===== config.mk =====
export PLATFORM = sky130hd
export DESIGN_NAME = power_to_speed_csc_event_update_core
export DESIGN_NICKNAME = d
export VERILOG_FILES = /design/src/pscsc_pkg.sv /design/src/power_to_speed_csc_event_update_core.sv /design/src/pscsc_div.sv
export SDC_FILE = /design/constraint.sdc
export NUM_CORES = 2
export LEC_CHECK = 0
export BUFFER_PORTS_ARGS = -buffer_cell sky130_fd_sc_hd__buf_2
export CORE_MARGIN = 3
export CORE_UTILIZATION = 52
export CTS_CLUSTER_SIZE = 8
export DETAILED_ROUTE_END_ITERATION = 10
export MAX_ROUTING_LAYER = met4
export PLACE_DENSITY = 0.69
export SYNTH_ARGS = -nofsm -noshare
export SYNTH_HDL_FRONTEND = slang
export SYNTH_SLANG_ARGS = --single-unit

===== constraint.sdc =====
create_clock -name clk -period 24.8 [get_ports clk]
set_input_delay 0 -clock clk [delete_from_list [all_inputs] [get_ports clk]]
set_output_delay 0 -clock clk [all_outputs]
set_load 0.005 [all_outputs]

===== src/pscsc_pkg.sv =====
// Shared types and constants for the power-to-speed event update block.
`default_nettype none
package pscsc_pkg;

  localparam int unsigned CIRC_W   = 12;
  localparam int unsigned AERO_W   = 20;
  localparam int unsigned ROLL_W   = 24;
  localparam int unsigned THR_W    = 14;
  localparam int unsigned POWER_W  = 12;
  localparam int unsigned SIM_W    = 14;
  localparam int unsigned CAD_W    = 8;
  localparam int unsigned SPEED_W  = 14;
  localparam int unsigned TIME_W   = 16;

  // Register indexes on the configuration channel.
  localparam logic [7:0] REG_CIRC = 8'd0;
  localparam logic [7:0] REG_AERO = 8'd1;
  localparam logic [7:0] REG_ROLL = 8'd2;
  localparam logic [7:0] REG_THR  = 8'd3;

  // Velocity in Q24 m/s stays below 30*2^24, so 29 bits.
  localparam int unsigned VEL_W  = 29;
  localparam int unsigned V2_W   = 34;
  localparam int unsigned V3_W   = 39;
  localparam int unsigned ACC_W  = 60;
  localparam int unsigned MULA_W = 39;
  localparam int unsigned MULB_W = 29;
  localparam int unsigned PROD_W = MULA_W + MULB_W;

endpackage
`default_nettype wire


===== src/power_to_speed_csc_event_update_core.sv =====
// Top level: power or simulated speed to wheel and crank event updates.
//
// Usage: one input item per update tick on s_tvalid/s_tready/s_tdata; one
// result item per input on m_tvalid/m_tready/m_tdata. Registers are written
// on cfg_valid/cfg_ready (ready only while idle) with cfg_index and cfg_data.
// Sequence: the power estimate runs BISECT_STEPS bisection steps, each
// through the velocity, square, cube, aero, roll and compare states (four
// products on one shared multiplier), then the wheel division and the
// crank division, each NW = max(31, BISECT_STEPS+22) quotient bits after a
// load state. The simulated path skips the bisection; a zero-cadence or
// standing tick skips the matching division.
// One item at a time: s_tready is high only in the idle state.
// The result sits in an output register until taken; a stalled receiver
// holds the block in its final state before the counters update.
// Reset clears counters, event times and the sequencer and loads the
// default register values.
`default_nettype none
module power_to_speed_csc_event_update_core
  import pscsc_pkg::*;
#(
  parameter int unsigned BISECT_STEPS = 24
) (
  input  wire logic        clk,
  input  wire logic        rst,
  input  wire logic        s_tvalid,
  output logic             s_tready,
  input  wire logic [39:0] s_tdata,  // power_watts, simulated_speed, cadence_rpm
  output logic             m_tvalid,
  input  wire logic        m_tready,
  output logic [95:0]      m_tdata,  // wheel_rev_total, wheel_event_time,
                                     // crank_rev_total, crank_event_time, speed_used
  input  wire logic        cfg_valid,
  output logic             cfg_ready,
  input  wire logic [7:0]  cfg_index,
  input  wire logic [31:0] cfg_data
);

  localparam int unsigned S  = BISECT_STEPS;
  localparam int unsigned NW = (S + 22 > 31) ? S + 22 : 31;
  localparam int unsigned DW = (S + 15 > 24) ? S + 15 : 24;
  localparam int unsigned CW = $clog2(S + 1);

  localparam logic [3:0] ST_IDLE = 4'd0;
  localparam logic [3:0] ST_VEL  = 4'd1;
  localparam logic [3:0] ST_SQ   = 4'd2;
  localparam logic [3:0] ST_CUBE = 4'd3;
  localparam logic [3:0] ST_AERO = 4'd4;
  localparam logic [3:0] ST_ROLL = 4'd5;
  localparam logic [3:0] ST_CMP  = 4'd6;
  localparam logic [3:0] ST_WLD  = 4'd7;
  localparam logic [3:0] ST_WWT  = 4'd8;
  localparam logic [3:0] ST_CLD  = 4'd9;
  localparam logic [3:0] ST_CWT  = 4'd10;
  localparam logic [3:0] ST_FIN  = 4'd11;

  logic [3:0] state;

  logic [CIRC_W-1:0] circ;
  logic [AERO_W-1:0] aero;
  logic [ROLL_W-1:0] roll;
  logic [THR_W-1:0]  thr;

  logic [POWER_W-1:0] power;
  logic [SIM_W-1:0]   sim;
  logic [CAD_W-1:0]   cad;
  logic               est;
  logic               moving;

  logic [S:0]       lo;
  logic [S:0]       hi;
  logic [CW-1:0]    cnt;
  logic [VEL_W-1:0] v;
  logic [V2_W-1:0]  v2;
  logic [V3_W-1:0]  v3;
  logic [ACC_W-1:0] acc;

  logic [SPEED_W-1:0] speed;
  logic [TIME_W-1:0]  wperiod;
  logic [TIME_W-1:0]  cperiod;

  logic [31:0]       wheel_count;
  logic [TIME_W-1:0] wheel_time;
  logic [15:0]       crank_count;
  logic [TIME_W-1:0] crank_time;

  // Bisection arithmetic.
  logic [S+1:0]       lohi;
  logic [S-1:0]       mid;
  logic [S+4:0]       mid30;
  logic [S+28:0]      vwide;
  logic [S:0]         odd;
  logic [S+13:0]      odd_speed;
  logic [ACC_W+1:0]   target;

  assign lohi      = {1'b0, lo} + {1'b0, hi};
  assign mid       = lohi[S:1];
  assign mid30     = ({5'd0, mid} << 5) - ({5'd0, mid} << 1);
  assign vwide     = {mid30, 24'd0};
  assign odd       = {lo[S-1:0], 1'b1};
  assign odd_speed = {13'd0, odd} * (S+14)'(5400);
  assign target    = {{(ACC_W + 2 - POWER_W - 40){1'b0}}, power, 40'd0};

  // Shared multiplier.
  logic [MULA_W-1:0] mul_a;
  logic [MULB_W-1:0] mul_b;
  logic [PROD_W-1:0] prod;

  always_comb begin
    mul_a = MULA_W'(v);
    mul_b = v;
    case (state)
      ST_CUBE: begin
        mul_a = MULA_W'(v2);
        mul_b = v;
      end
      ST_AERO: begin
        mul_a = v3;
        mul_b = MULB_W'(aero);
      end
      ST_ROLL: begin
        mul_a = MULA_W'(v);
        mul_b = MULB_W'(roll);
      end
      default: begin
        mul_a = MULA_W'(v);
        mul_b = v;
      end
    endcase
  end

  assign prod = {{MULB_W{1'b0}}, mul_a} * {{MULA_W{1'b0}}, mul_b};

  // Shared divider.
  logic              div_start;
  logic              div_done;
  logic [NW-1:0]     dnum;
  logic [DW-1:0]     dden;
  logic [TIME_W-1:0] dquo;

  assign div_start = (state == ST_WLD) || (state == ST_CLD);

  always_comb begin
    dnum = NW'(16'd61440);
    dden = DW'(cad);
    if (state == ST_WLD) begin
      if (est) begin
        dnum = NW'({circ, {(S + 10){1'b0}}});
        dden = DW'({14'd0, odd} * (S+15)'(15000));
      end else begin
        dnum = NW'({19'd0, circ} * 31'd368640);
        dden = DW'({10'd0, sim} * 24'd1000);
      end
    end
  end

  pscsc_div #(.NW(NW), .DW(DW)) u_div (
    .clk   (clk),
    .rst   (rst),
    .start (div_start),
    .num   (dnum),
    .den   (dden),
    .done  (div_done),
    .quo   (dquo)
  );

  assign s_tready  = (state == ST_IDLE);
  assign cfg_ready = (state == ST_IDLE);

  logic out_load;
  assign out_load = (state == ST_FIN) && (!m_tvalid || m_tready);

  logic [31:0]       wheel_count_next;
  logic [TIME_W-1:0] wheel_time_next;
  logic [15:0]       crank_count_next;
  logic [TIME_W-1:0] crank_time_next;

  always_comb begin
    wheel_count_next = wheel_count;
    wheel_time_next  = wheel_time;
    crank_count_next = crank_count;
    crank_time_next  = crank_time;
    if (moving) begin
      wheel_count_next = wheel_count + 32'd1;
      wheel_time_next  = wheel_time + wperiod;
    end
    if (cad != '0) begin
      crank_count_next = crank_count + 16'd1;
      crank_time_next  = crank_time + cperiod;
    end
  end

  always_ff @(posedge clk) begin
    if (rst) begin
      circ <= CIRC_W'(2127);
      aero <= AERO_W'(20070);
      roll <= ROLL_W'(231367);
      thr  <= THR_W'(500);
    end else if (cfg_valid && cfg_ready) begin
      case (cfg_index)
        REG_CIRC: circ <= cfg_data[CIRC_W-1:0];
        REG_AERO: aero <= cfg_data[AERO_W-1:0];
        REG_ROLL: roll <= cfg_data[ROLL_W-1:0];
        REG_THR:  thr  <= cfg_data[THR_W-1:0];
        default: ;
      endcase
    end
  end

  always_ff @(posedge clk) begin
    if (rst) begin
      state       <= ST_IDLE;
      m_tvalid    <= 1'b0;
      wheel_count <= '0;
      wheel_time  <= '0;
      crank_count <= '0;
      crank_time  <= '0;
    end else begin
      if (out_load) m_tvalid <= 1'b1;
      else if (m_tready) m_tvalid <= 1'b0;
      case (state)
        ST_IDLE: begin
          if (s_tvalid) begin
            if (s_tdata[25:12] > thr) begin
              state <= ST_WLD;
            end else if (s_tdata[11:0] != '0) begin
              state <= ST_VEL;
            end else if (s_tdata[33:26] != '0) begin
              state <= ST_CLD;
            end else begin
              state <= ST_FIN;
            end
          end
        end
        ST_VEL:  state <= ST_SQ;
        ST_SQ:   state <= ST_CUBE;
        ST_CUBE: state <= ST_AERO;
        ST_AERO: state <= ST_ROLL;
        ST_ROLL: state <= ST_CMP;
        ST_CMP:  state <= (cnt == CW'(S - 1)) ? ST_WLD : ST_VEL;
        ST_WLD:  state <= ST_WWT;
        ST_WWT: begin
          if (div_done) state <= (cad != '0) ? ST_CLD : ST_FIN;
        end
        ST_CLD:  state <= ST_CWT;
        ST_CWT: begin
          if (div_done) state <= ST_FIN;
        end
        ST_FIN: begin
          if (out_load) begin
            state       <= ST_IDLE;
            wheel_count <= wheel_count_next;
            wheel_time  <= wheel_time_next;
            crank_count <= crank_count_next;
            crank_time  <= crank_time_next;
          end
        end
        default: state <= ST_IDLE;
      endcase
    end
  end

  // Datapath registers.
  always_ff @(posedge clk) begin
    case (state)
      ST_IDLE: begin
        power   <= s_tdata[11:0];
        sim     <= s_tdata[25:12];
        cad     <= s_tdata[33:26];
        est     <= !(s_tdata[25:12] > thr);
        moving  <= (s_tdata[25:12] > thr) || (s_tdata[11:0] != '0);
        speed   <= (s_tdata[25:12] > thr) ? s_tdata[25:12] : '0;
        lo      <= '0;
        hi      <= {1'b1, {S{1'b0}}};
        cnt     <= '0;
        wperiod <= '0;
        cperiod <= '0;
      end
      ST_VEL:  v  <= vwide[S+28:S];
      ST_SQ:   v2 <= prod[V2_W+23:24];
      ST_CUBE: v3 <= prod[V3_W+23:24];
      ST_AERO: acc <= prod[ACC_W-1:0];
      ST_ROLL: acc <= acc + prod[ACC_W-1:0];
      ST_CMP: begin
        // Raise the lower bound while the power need falls short.
        if ({2'b00, acc} < target) lo <= {1'b0, mid};
        else hi <= {1'b0, mid};
        cnt <= cnt + 1'b1;
      end
      ST_WLD: begin
        if (est) speed <= odd_speed[S+13:S];
      end
      ST_WWT: begin
        if (div_done) wperiod <= dquo;
      end
      ST_CWT: begin
        if (div_done) cperiod <= dquo;
      end
      ST_FIN: begin
        if (out_load) begin
          m_tdata <= {2'b00, speed, crank_time_next, crank_count_next,
                      wheel_time_next, wheel_count_next};
        end
      end
      default: ;
    endcase
  end

  a_one_item: assert property (@(posedge clk) disable iff (rst)
    s_tvalid && s_tready |=> !s_tready) else $error("second item taken");
  a_bounds: assert property (@(posedge clk) disable iff (rst)
    state == ST_VEL |-> hi > lo) else $error("bisection bounds crossed");
  a_count_hold: assert property (@(posedge clk) disable iff (rst)
    !out_load |=> $stable(wheel_count) && $stable(crank_count))
    else $error("counter moved without a result");
  a_div_wait: assert property (@(posedge clk) disable iff (rst)
    div_done |-> state == ST_WWT || state == ST_CWT)
    else $error("divider finished outside a wait state");

endmodule
`default_nettype wire


===== src/pscsc_div.sv =====
// Restoring divider, one quotient bit per cycle, low 16 quotient bits kept.
`default_nettype none
module pscsc_div
  import pscsc_pkg::*;
#(
  parameter int unsigned NW = 46,
  parameter int unsigned DW = 39
) (
  input  wire logic            clk,
  input  wire logic            rst,
  input  wire logic            start,
  input  wire logic [NW-1:0]   num,
  input  wire logic [DW-1:0]   den,
  output logic                 done,
  output logic [TIME_W-1:0]    quo
);

  localparam int unsigned CW = $clog2(NW + 1);

  logic [NW-1:0] num_sh;
  logic [DW-1:0] den_r;
  logic [DW:0]   rem;
  logic [CW-1:0] cnt;
  logic          busy;
  logic [DW:0]   rem_sh;
  logic          fits;

  assign rem_sh = {rem[DW-1:0], num_sh[NW-1]};
  assign fits   = rem_sh >= {1'b0, den_r};

  always_ff @(posedge clk) begin
    if (rst) begin
      busy <= 1'b0;
      done <= 1'b0;
      cnt  <= '0;
    end else begin
      done <= 1'b0;
      if (start) begin
        busy <= 1'b1;
        cnt  <= '0;
      end else if (busy) begin
        cnt <= cnt + 1'b1;
        if (cnt == CW'(NW - 1)) begin
          busy <= 1'b0;
          done <= 1'b1;
        end
      end
    end
  end

  always_ff @(posedge clk) begin
    if (start) begin
      num_sh <= num;
      den_r  <= den;
      rem    <= '0;
      quo    <= '0;
    end else if (busy) begin
      num_sh <= {num_sh[NW-2:0], 1'b0};
      rem    <= fits ? (rem_sh - {1'b0, den_r}) : rem_sh;
      quo    <= {quo[TIME_W-2:0], fits};
    end
  end

  a_start_idle: assert property (@(posedge clk) disable iff (rst)
    start |-> !busy) else $error("divider restarted while busy");
  a_done_one: assert property (@(posedge clk) disable iff (rst)
    done |=> !done) else $error("divider done held");
  a_done_end: assert property (@(posedge clk) disable iff (rst)
    done |-> !busy) else $error("divider done while busy");

endmodule
`default_nettype wire


* Yosys cells after proc, flatten, opt, wreduce, memory -nomap -nowiden
Cells that the tools add are included.
Operators by class: reductions and logical operators 33, bitwise gates (word level) 1, multiplexer cells 41, order comparisons 3, $mul 5, add/subtract/negate cells 10, equal/unequal tests 23
Operators by type and width (count):
- $mux W46 | 4
- $pmux W60 S2 | 1
- $pmux W25 S2 | 2
- $pmux W39 S2 | 1
- $mux W16 | 4
- $pmux W16 S2 | 2
- $mul A39 B29 Y63 | 1
- $add A60 B60 Y60 | 1
- $lt A60 B52 Y1 | 1
- $pmux W29 S2 | 1
- $mux W25 | 2
- $pmux W4 S12 | 1
- $ge A40 B39 Y1 | 1
- $mux W39 | 1
- $sub A39 B39 Y39 | 1
- $mul A25 B11 Y36 const B | 1
- $mul A25 B10 Y35 const B | 1
- $add A16 B16 Y16 | 2
- $add A32 B1 Y32 const B | 1
- $mux W32 | 1
- $sub A29 B25 Y29 | 1
- $mux W14 | 2
- $pmux W14 S2 | 1
- $add A25 B25 Y25 | 1
- 36 further kinds | 81
Storage, ports and cells: output and inout port bits 99, bits of input ports 85, register bits 696

* Depth between registers and ports, before layout
depth in word-level cells 6, mapped depth 49

* Cells and area by module
Synthesis repeated with hierarchy kept, for this count alone.
Second synthesis, totals: cells, all modules 8919, area total of the unflattened synthesis 83331.2 sq um
Modules (own cells, without submodules):
- power_to_speed_csc_event_update_core | sequential area each 14844.2 sq um, cells an instance 8099, times used 1, area an instance 74944.4 sq um
- pscsc_div | sequential area each 3813.7 sq um, cells an instance 820, times used 1, area an instance 8386.8 sq um

* Worst setup path before layout
Ideal clock, no wire load.
path kind flip-flop to flip-flop, start point register state[2], end point register acc[55] (data pin), period minus slack after synthesis 11.367 ns, cell stages (with the launch flop) 46, slack 13.433 ns, path buffers 7, arrival 11.107 ns, data required time 24.540 ns, cells stage by stage dfxtp_1 -> nor2b_1 -> buf_2 -> nand2b_1 -> clkbuf_1 -> inv_1 -> buf_2 -> buf_2 -> nor2_1 -> nor3_2 -> clkbuf_1 -> nand2_1 -> fa_1 -> fa_1 -> inv_1 -> fa_1 -> inv_1 -> fa_1 -> [... 10 more ...] -> nor4_2 -> o21ai_0 -> a211oi_1 -> nor3_1 -> o21bai_1 -> a21oi_1 -> xnor2_1 -> ha_1 -> clkbuf_1 -> and3_1 -> a311oi_1 -> o21ai_0 -> a21oi_1 -> o31ai_2 -> a31oi_1 -> o21ai_1 -> xor2_1 -> mux2_2
On the way: word-level cells in the longest chain between the ends 5
RTL lines:
- start: declaration | RTL line power_to_speed_csc_event_update_core.sv:56 | logic [3:0] state;
- start signal: assignment | RTL line power_to_speed_csc_event_update_core.sv:239 | ST_CMP: state <= (cnt == CW'(S - 1)) ? ST_WLD : ST_VEL;
- start signal: assignment | RTL line power_to_speed_csc_event_update_core.sv:242 | if (div_done) state <= (cad != '0) ? ST_CLD : ST_FIN;
- $eq A4 B3 Y1 / $eq A4 B2 Y1 (equally long branches) | RTL line power_to_speed_csc_event_update_core.sv:111 | case (state)
- $pmux W39 S2 / $pmux W29 S2 (equally long branches) | RTL line power_to_speed_csc_event_update_core.sv:111
- $mul A39 B29 Y63 * | RTL line power_to_speed_csc_event_update_core.sv:131 | assign prod = {{MULB_W{1'b0}}, mul_a} * {{MULA_W{1'b0}}, mul_b};
- named net prod[44] | RTL line power_to_speed_csc_event_update_core.sv:106 | logic [PROD_W-1:0] prod;
- $add A60 B60 Y60 * | RTL line power_to_speed_csc_event_update_core.sv:282 | ST_ROLL: acc <= acc + prod[ACC_W-1:0];
- $pmux W60 S2 * | RTL line power_to_speed_csc_event_update_core.sv:264 | case (state)
- end signal: assignment | RTL line power_to_speed_csc_event_update_core.sv:281 | ST_AERO: acc <= prod[ACC_W-1:0];
- end signal: assignment | RTL line power_to_speed_csc_event_update_core.sv:282
- end: declaration | RTL line power_to_speed_csc_event_update_core.sv:75 | logic [ACC_W-1:0] acc;
The timed path passes the listed nets; every way through them passes the cells marked *. A chain may end at the register's enable or synchronous reset.

* Final worst setup path
Same ends and word-level chain as after synthesis.

==> reports/qor.csv <==
stage,metric,value,unit
routing,remaining_drc_errors,0,
clock_tree,cts_setup_buffers,0,
synth,synth-edff-count,464,
critical_path,r2r_start,state[2]$_SDFFE_PP0P_,
critical_path,cp.required,25240,ps
synth,syn_area_per_cell,9.29,sq um
timing,setup_viol,0,
critical_path,start_kind,flop,
layout,syn_to_final_growth,8.51,%
grt,grtUsageMet3,0.0878,
grt,overflow,0,
routing,dr.pass1.iters,6,
die,core_area,157000,sq um
synth,synth_ff_type,edfxtp_1,
layout,drive_gt1_frac,0.0594,
grt,grt_use_met1,0.420,
critical_path,rr_worst_depth,36,
clock_tree,htree_levels,3,
synth,postSynth.asyncResetShare,0,
run_status,outcome,finished clean,
critical_path,slowest_stage,or3_1,
clock_tree,hold_buffers,104,
clock_tree,cts_inserted_buffers,98,
min_path,worstHoldPathType,in2reg,
grt,groute.usage.overall,0.313,
routing,num_vias,64832,
grt,busiest_layer,met2,
synth,synth_area,82700,sq um
die,rows,145,
timing,period_minus_slack,13890,ps
critical_path,max_stage_delay,920,ps
critical_path,critPathKind,reg2reg,
synth,syn_inst,8907,
timing,tightest_slew,1350,ps
critical_path,end_kind,flop,
die,fp.dieW,405,um
critical_path,r2r-end,acc[55]$_DFFE_PP_,
grt,antenna_found_initial,17,
timing,timing.final.ws_setup,10910,ps
timing,maxSlewHeadroom,0.0939,
layout,nNetsFinal,11023,
timing,drv_slew,0,
placed_design,dp.final_hpwl,187000,um
clock_tree,postCtsResizedCells,0,
routing,drt_iter0_markers,5929,
placed_design,port_buffers,167,
routing,drt-total-wl,245000,um
routing,viasPerCell,5.81,
placed_design,pre_cts_ws,11370,ps
critical_path,worst-path-max-fanout,20,
critical_path,cp_common_cell,fa_1,
clock_tree,cts_sinks,682,
routing,ant_nets,0,
placed_design,place_congestion,0.995,
synth,ys_seq_area_frac,0.221,
critical_path,arrival,14330,ps
die,die-area,164000,sq um
die,initial_core_util,0.526,
grt,grt_pass1_wl,382000,um
timing,finalCritPeriodShare,0.560,
synth,yosysWarnings,0,
synth,ys_seq_elements,682,
timing,grt_setup_unrepaired,false,
timing,fin_setup_tns,0,ps
clock_tree,cts_buffer_depth,3,
clock_tree,cts_root_buf,clkbuf_16,
timing,hold_violations,0,
die,ios,184,
grt,met2_usage,0.450,
grt,grt_pass1_vias,65830,
die,die_y,405,um
job,drv_cap,0,
critical_path,rrSetupSlack,10910,ps
clock_tree,cts_tree,built,
timing,max_freq,72.0,MHz
clock_tree,clkTransAtPathRegs,50,ps
grt,grt_max_degree,96,
synth,synthDistinctLibCells,107,
timing,worst_clock_skew,83.5,ps
clock_tree,clk_latency,750,ps
routing,post_drt_wl_per_cell,22.0,um
critical_path,endpoint,acc[55]$_DFFE_PP_,
critical_path,cp-startpoint,state[2]$_SDFFE_PP0P_,
==> cells in the mapped netlist, types with 9 or more instances <==
cell type  instances  share of area
or3_1             51         0.0039
buf_1             24         0.0011
nor4_1            16         0.0012
a21o_1           174          0.016
edfxtp_1         464           0.17
clkbuf_1         354          0.016
nor2_1           869          0.039
a21oi_1          402          0.024
nand3_1          125         0.0076
mux2i_1           51         0.0062
a31oi_1           39         0.0029
ha_1             700           0.11
o31ai_1           22         0.0020
nor3b_1           11         0.0010
o21ai_1           36         0.0022
o21bai_1          55         0.0050
o22ai_1           14         0.0011
and3_1            71         0.0054
inv_1           1455          0.066
nand4_1           65         0.0049
dfxtp_1          218          0.053
nor3_1            97         0.0059
or2_2             12        0.00091
mux2_2            27         0.0037
xnor2_1          204          0.022
a22o_1            29         0.0031
fa_1            1218           0.29
nand2b_1          35         0.0026
and4_1             9        0.00095
nand2_1         1154          0.052
nand3b_1          11         0.0010
xor2_1           164          0.017
a22oi_1           41         0.0037
o211ai_1          42         0.0038
o21ai_0          219          0.013
buf_2             22         0.0013
o21a_1            46         0.0042
a21boi_1           9        0.00082
and2_1            88         0.0067
a211oi_1          53         0.0048
nor2b_1           40         0.0030
o31a_1            10         0.0011
==> worst min-delay path by stage <==
stage,startpoint,end,slack (ps),cells past startpoint
after floorplan,s_tdata[26],cad[0]$_DFFE_PP_,100,0
after global placement,s_tdata[1],power[1]$_DFFE_PP_,190,1
after detailed placement,s_tdata[1],power[1]$_DFFE_PP_,200,1
after CTS,cfg_index[5],circ[6]$_SDFFE_PP1P_,6,7
after global routing,s_tdata[22],sim[10]$_DFFE_PP_,70,2
final,cfg_index[5],circ[6]$_SDFFE_PP1P_,80,7
==> worst max-delay path: cells and delay by family (launching register included) <==
kind | cells | cell delay, ps
compound gates | 10 | 2570
xor+xnor | 2 | 550
fa+ha+maj | 10 | 5070
buf+inv | 4 | 240
flops | 1 | 710
mux | 1 | 260
simple gates | 9 | 4110
==> state kept, by name (all words and copies together) (netlist names), 20 cells and up <==
register      flops
aero             20
v3               39
acc              60
u_div.num_sh     34
u_div.den_r      39
lo               24
roll             24
m_tdata          94
v                28
u_div.rem        39
hi               25
wheel_count      32
v2               34
==> stage by stage <==
stage / util / cell area, sq um / hold slack [ps] / cells
after global routing: 0.571 / 89700 / 73.6 / 11160
after detailed placement: 0.546 / 85800 / 195 / 10874
after global placement: 0.546 / 85800 / 194 / 10874
after floorplan: - / 82800 / 98.9 / 8937
after CTS: 0.571 / 89700 / 5.87 / 11146
final: 0.571 / 89700 / 82.8 / 11161
==> metal layers <==
layer  wire length (um)  vias up
li1                   -    28862
met1             101000    32028
met2             105000     3262
met4              11500        0
met5                  0        -
met3              28200      680
==> kinds of logic (layout without fill, tap and decap cells) <==
group,count (synthesis),count (layout),share of synthesized area
and+or+nand+nor,2687,2687,0.141
adders and majority gates,1918,1918,0.401
buffers and inverters,1864,2015,0.0853
AOI/OAI and AO/OA,1305,1305,0.103
DFF,682,682,0.221
xor gates and xnor gates,370,370,0.0394
muxes,79,79,0.00998
other,2,47,0.0000908
==> cell usage in the layout (no fill, tap or decap), types with 166 or more instances in the layout <==
cell type	n
xnor2_1	204
a21oi_1	402
fa_1	1218
edfxtp_1	464
nand2_1	1147
a21o_1	174
o21ai_0	219
nor2_1	863
dfxtp_1	217
ha_1	700
buf_2	166
inv_1	1452
==> cell type report <==
cell class	count	area [sq um]
Sequential cell	682	18300
Tap cell	2058	2570
Fill cell	13763	67400
Clock buffer	156	2680
Timing Repair Buffer	390	2770
Clock inverter	12	226
Antenna cell	15	37.5
Multi-Input combinational cell	6391	57700
Inverter	1457	5480
Power is not shown: default switching activity piles up to over one toggle a cycle in this logic, so the estimate is an artifact.
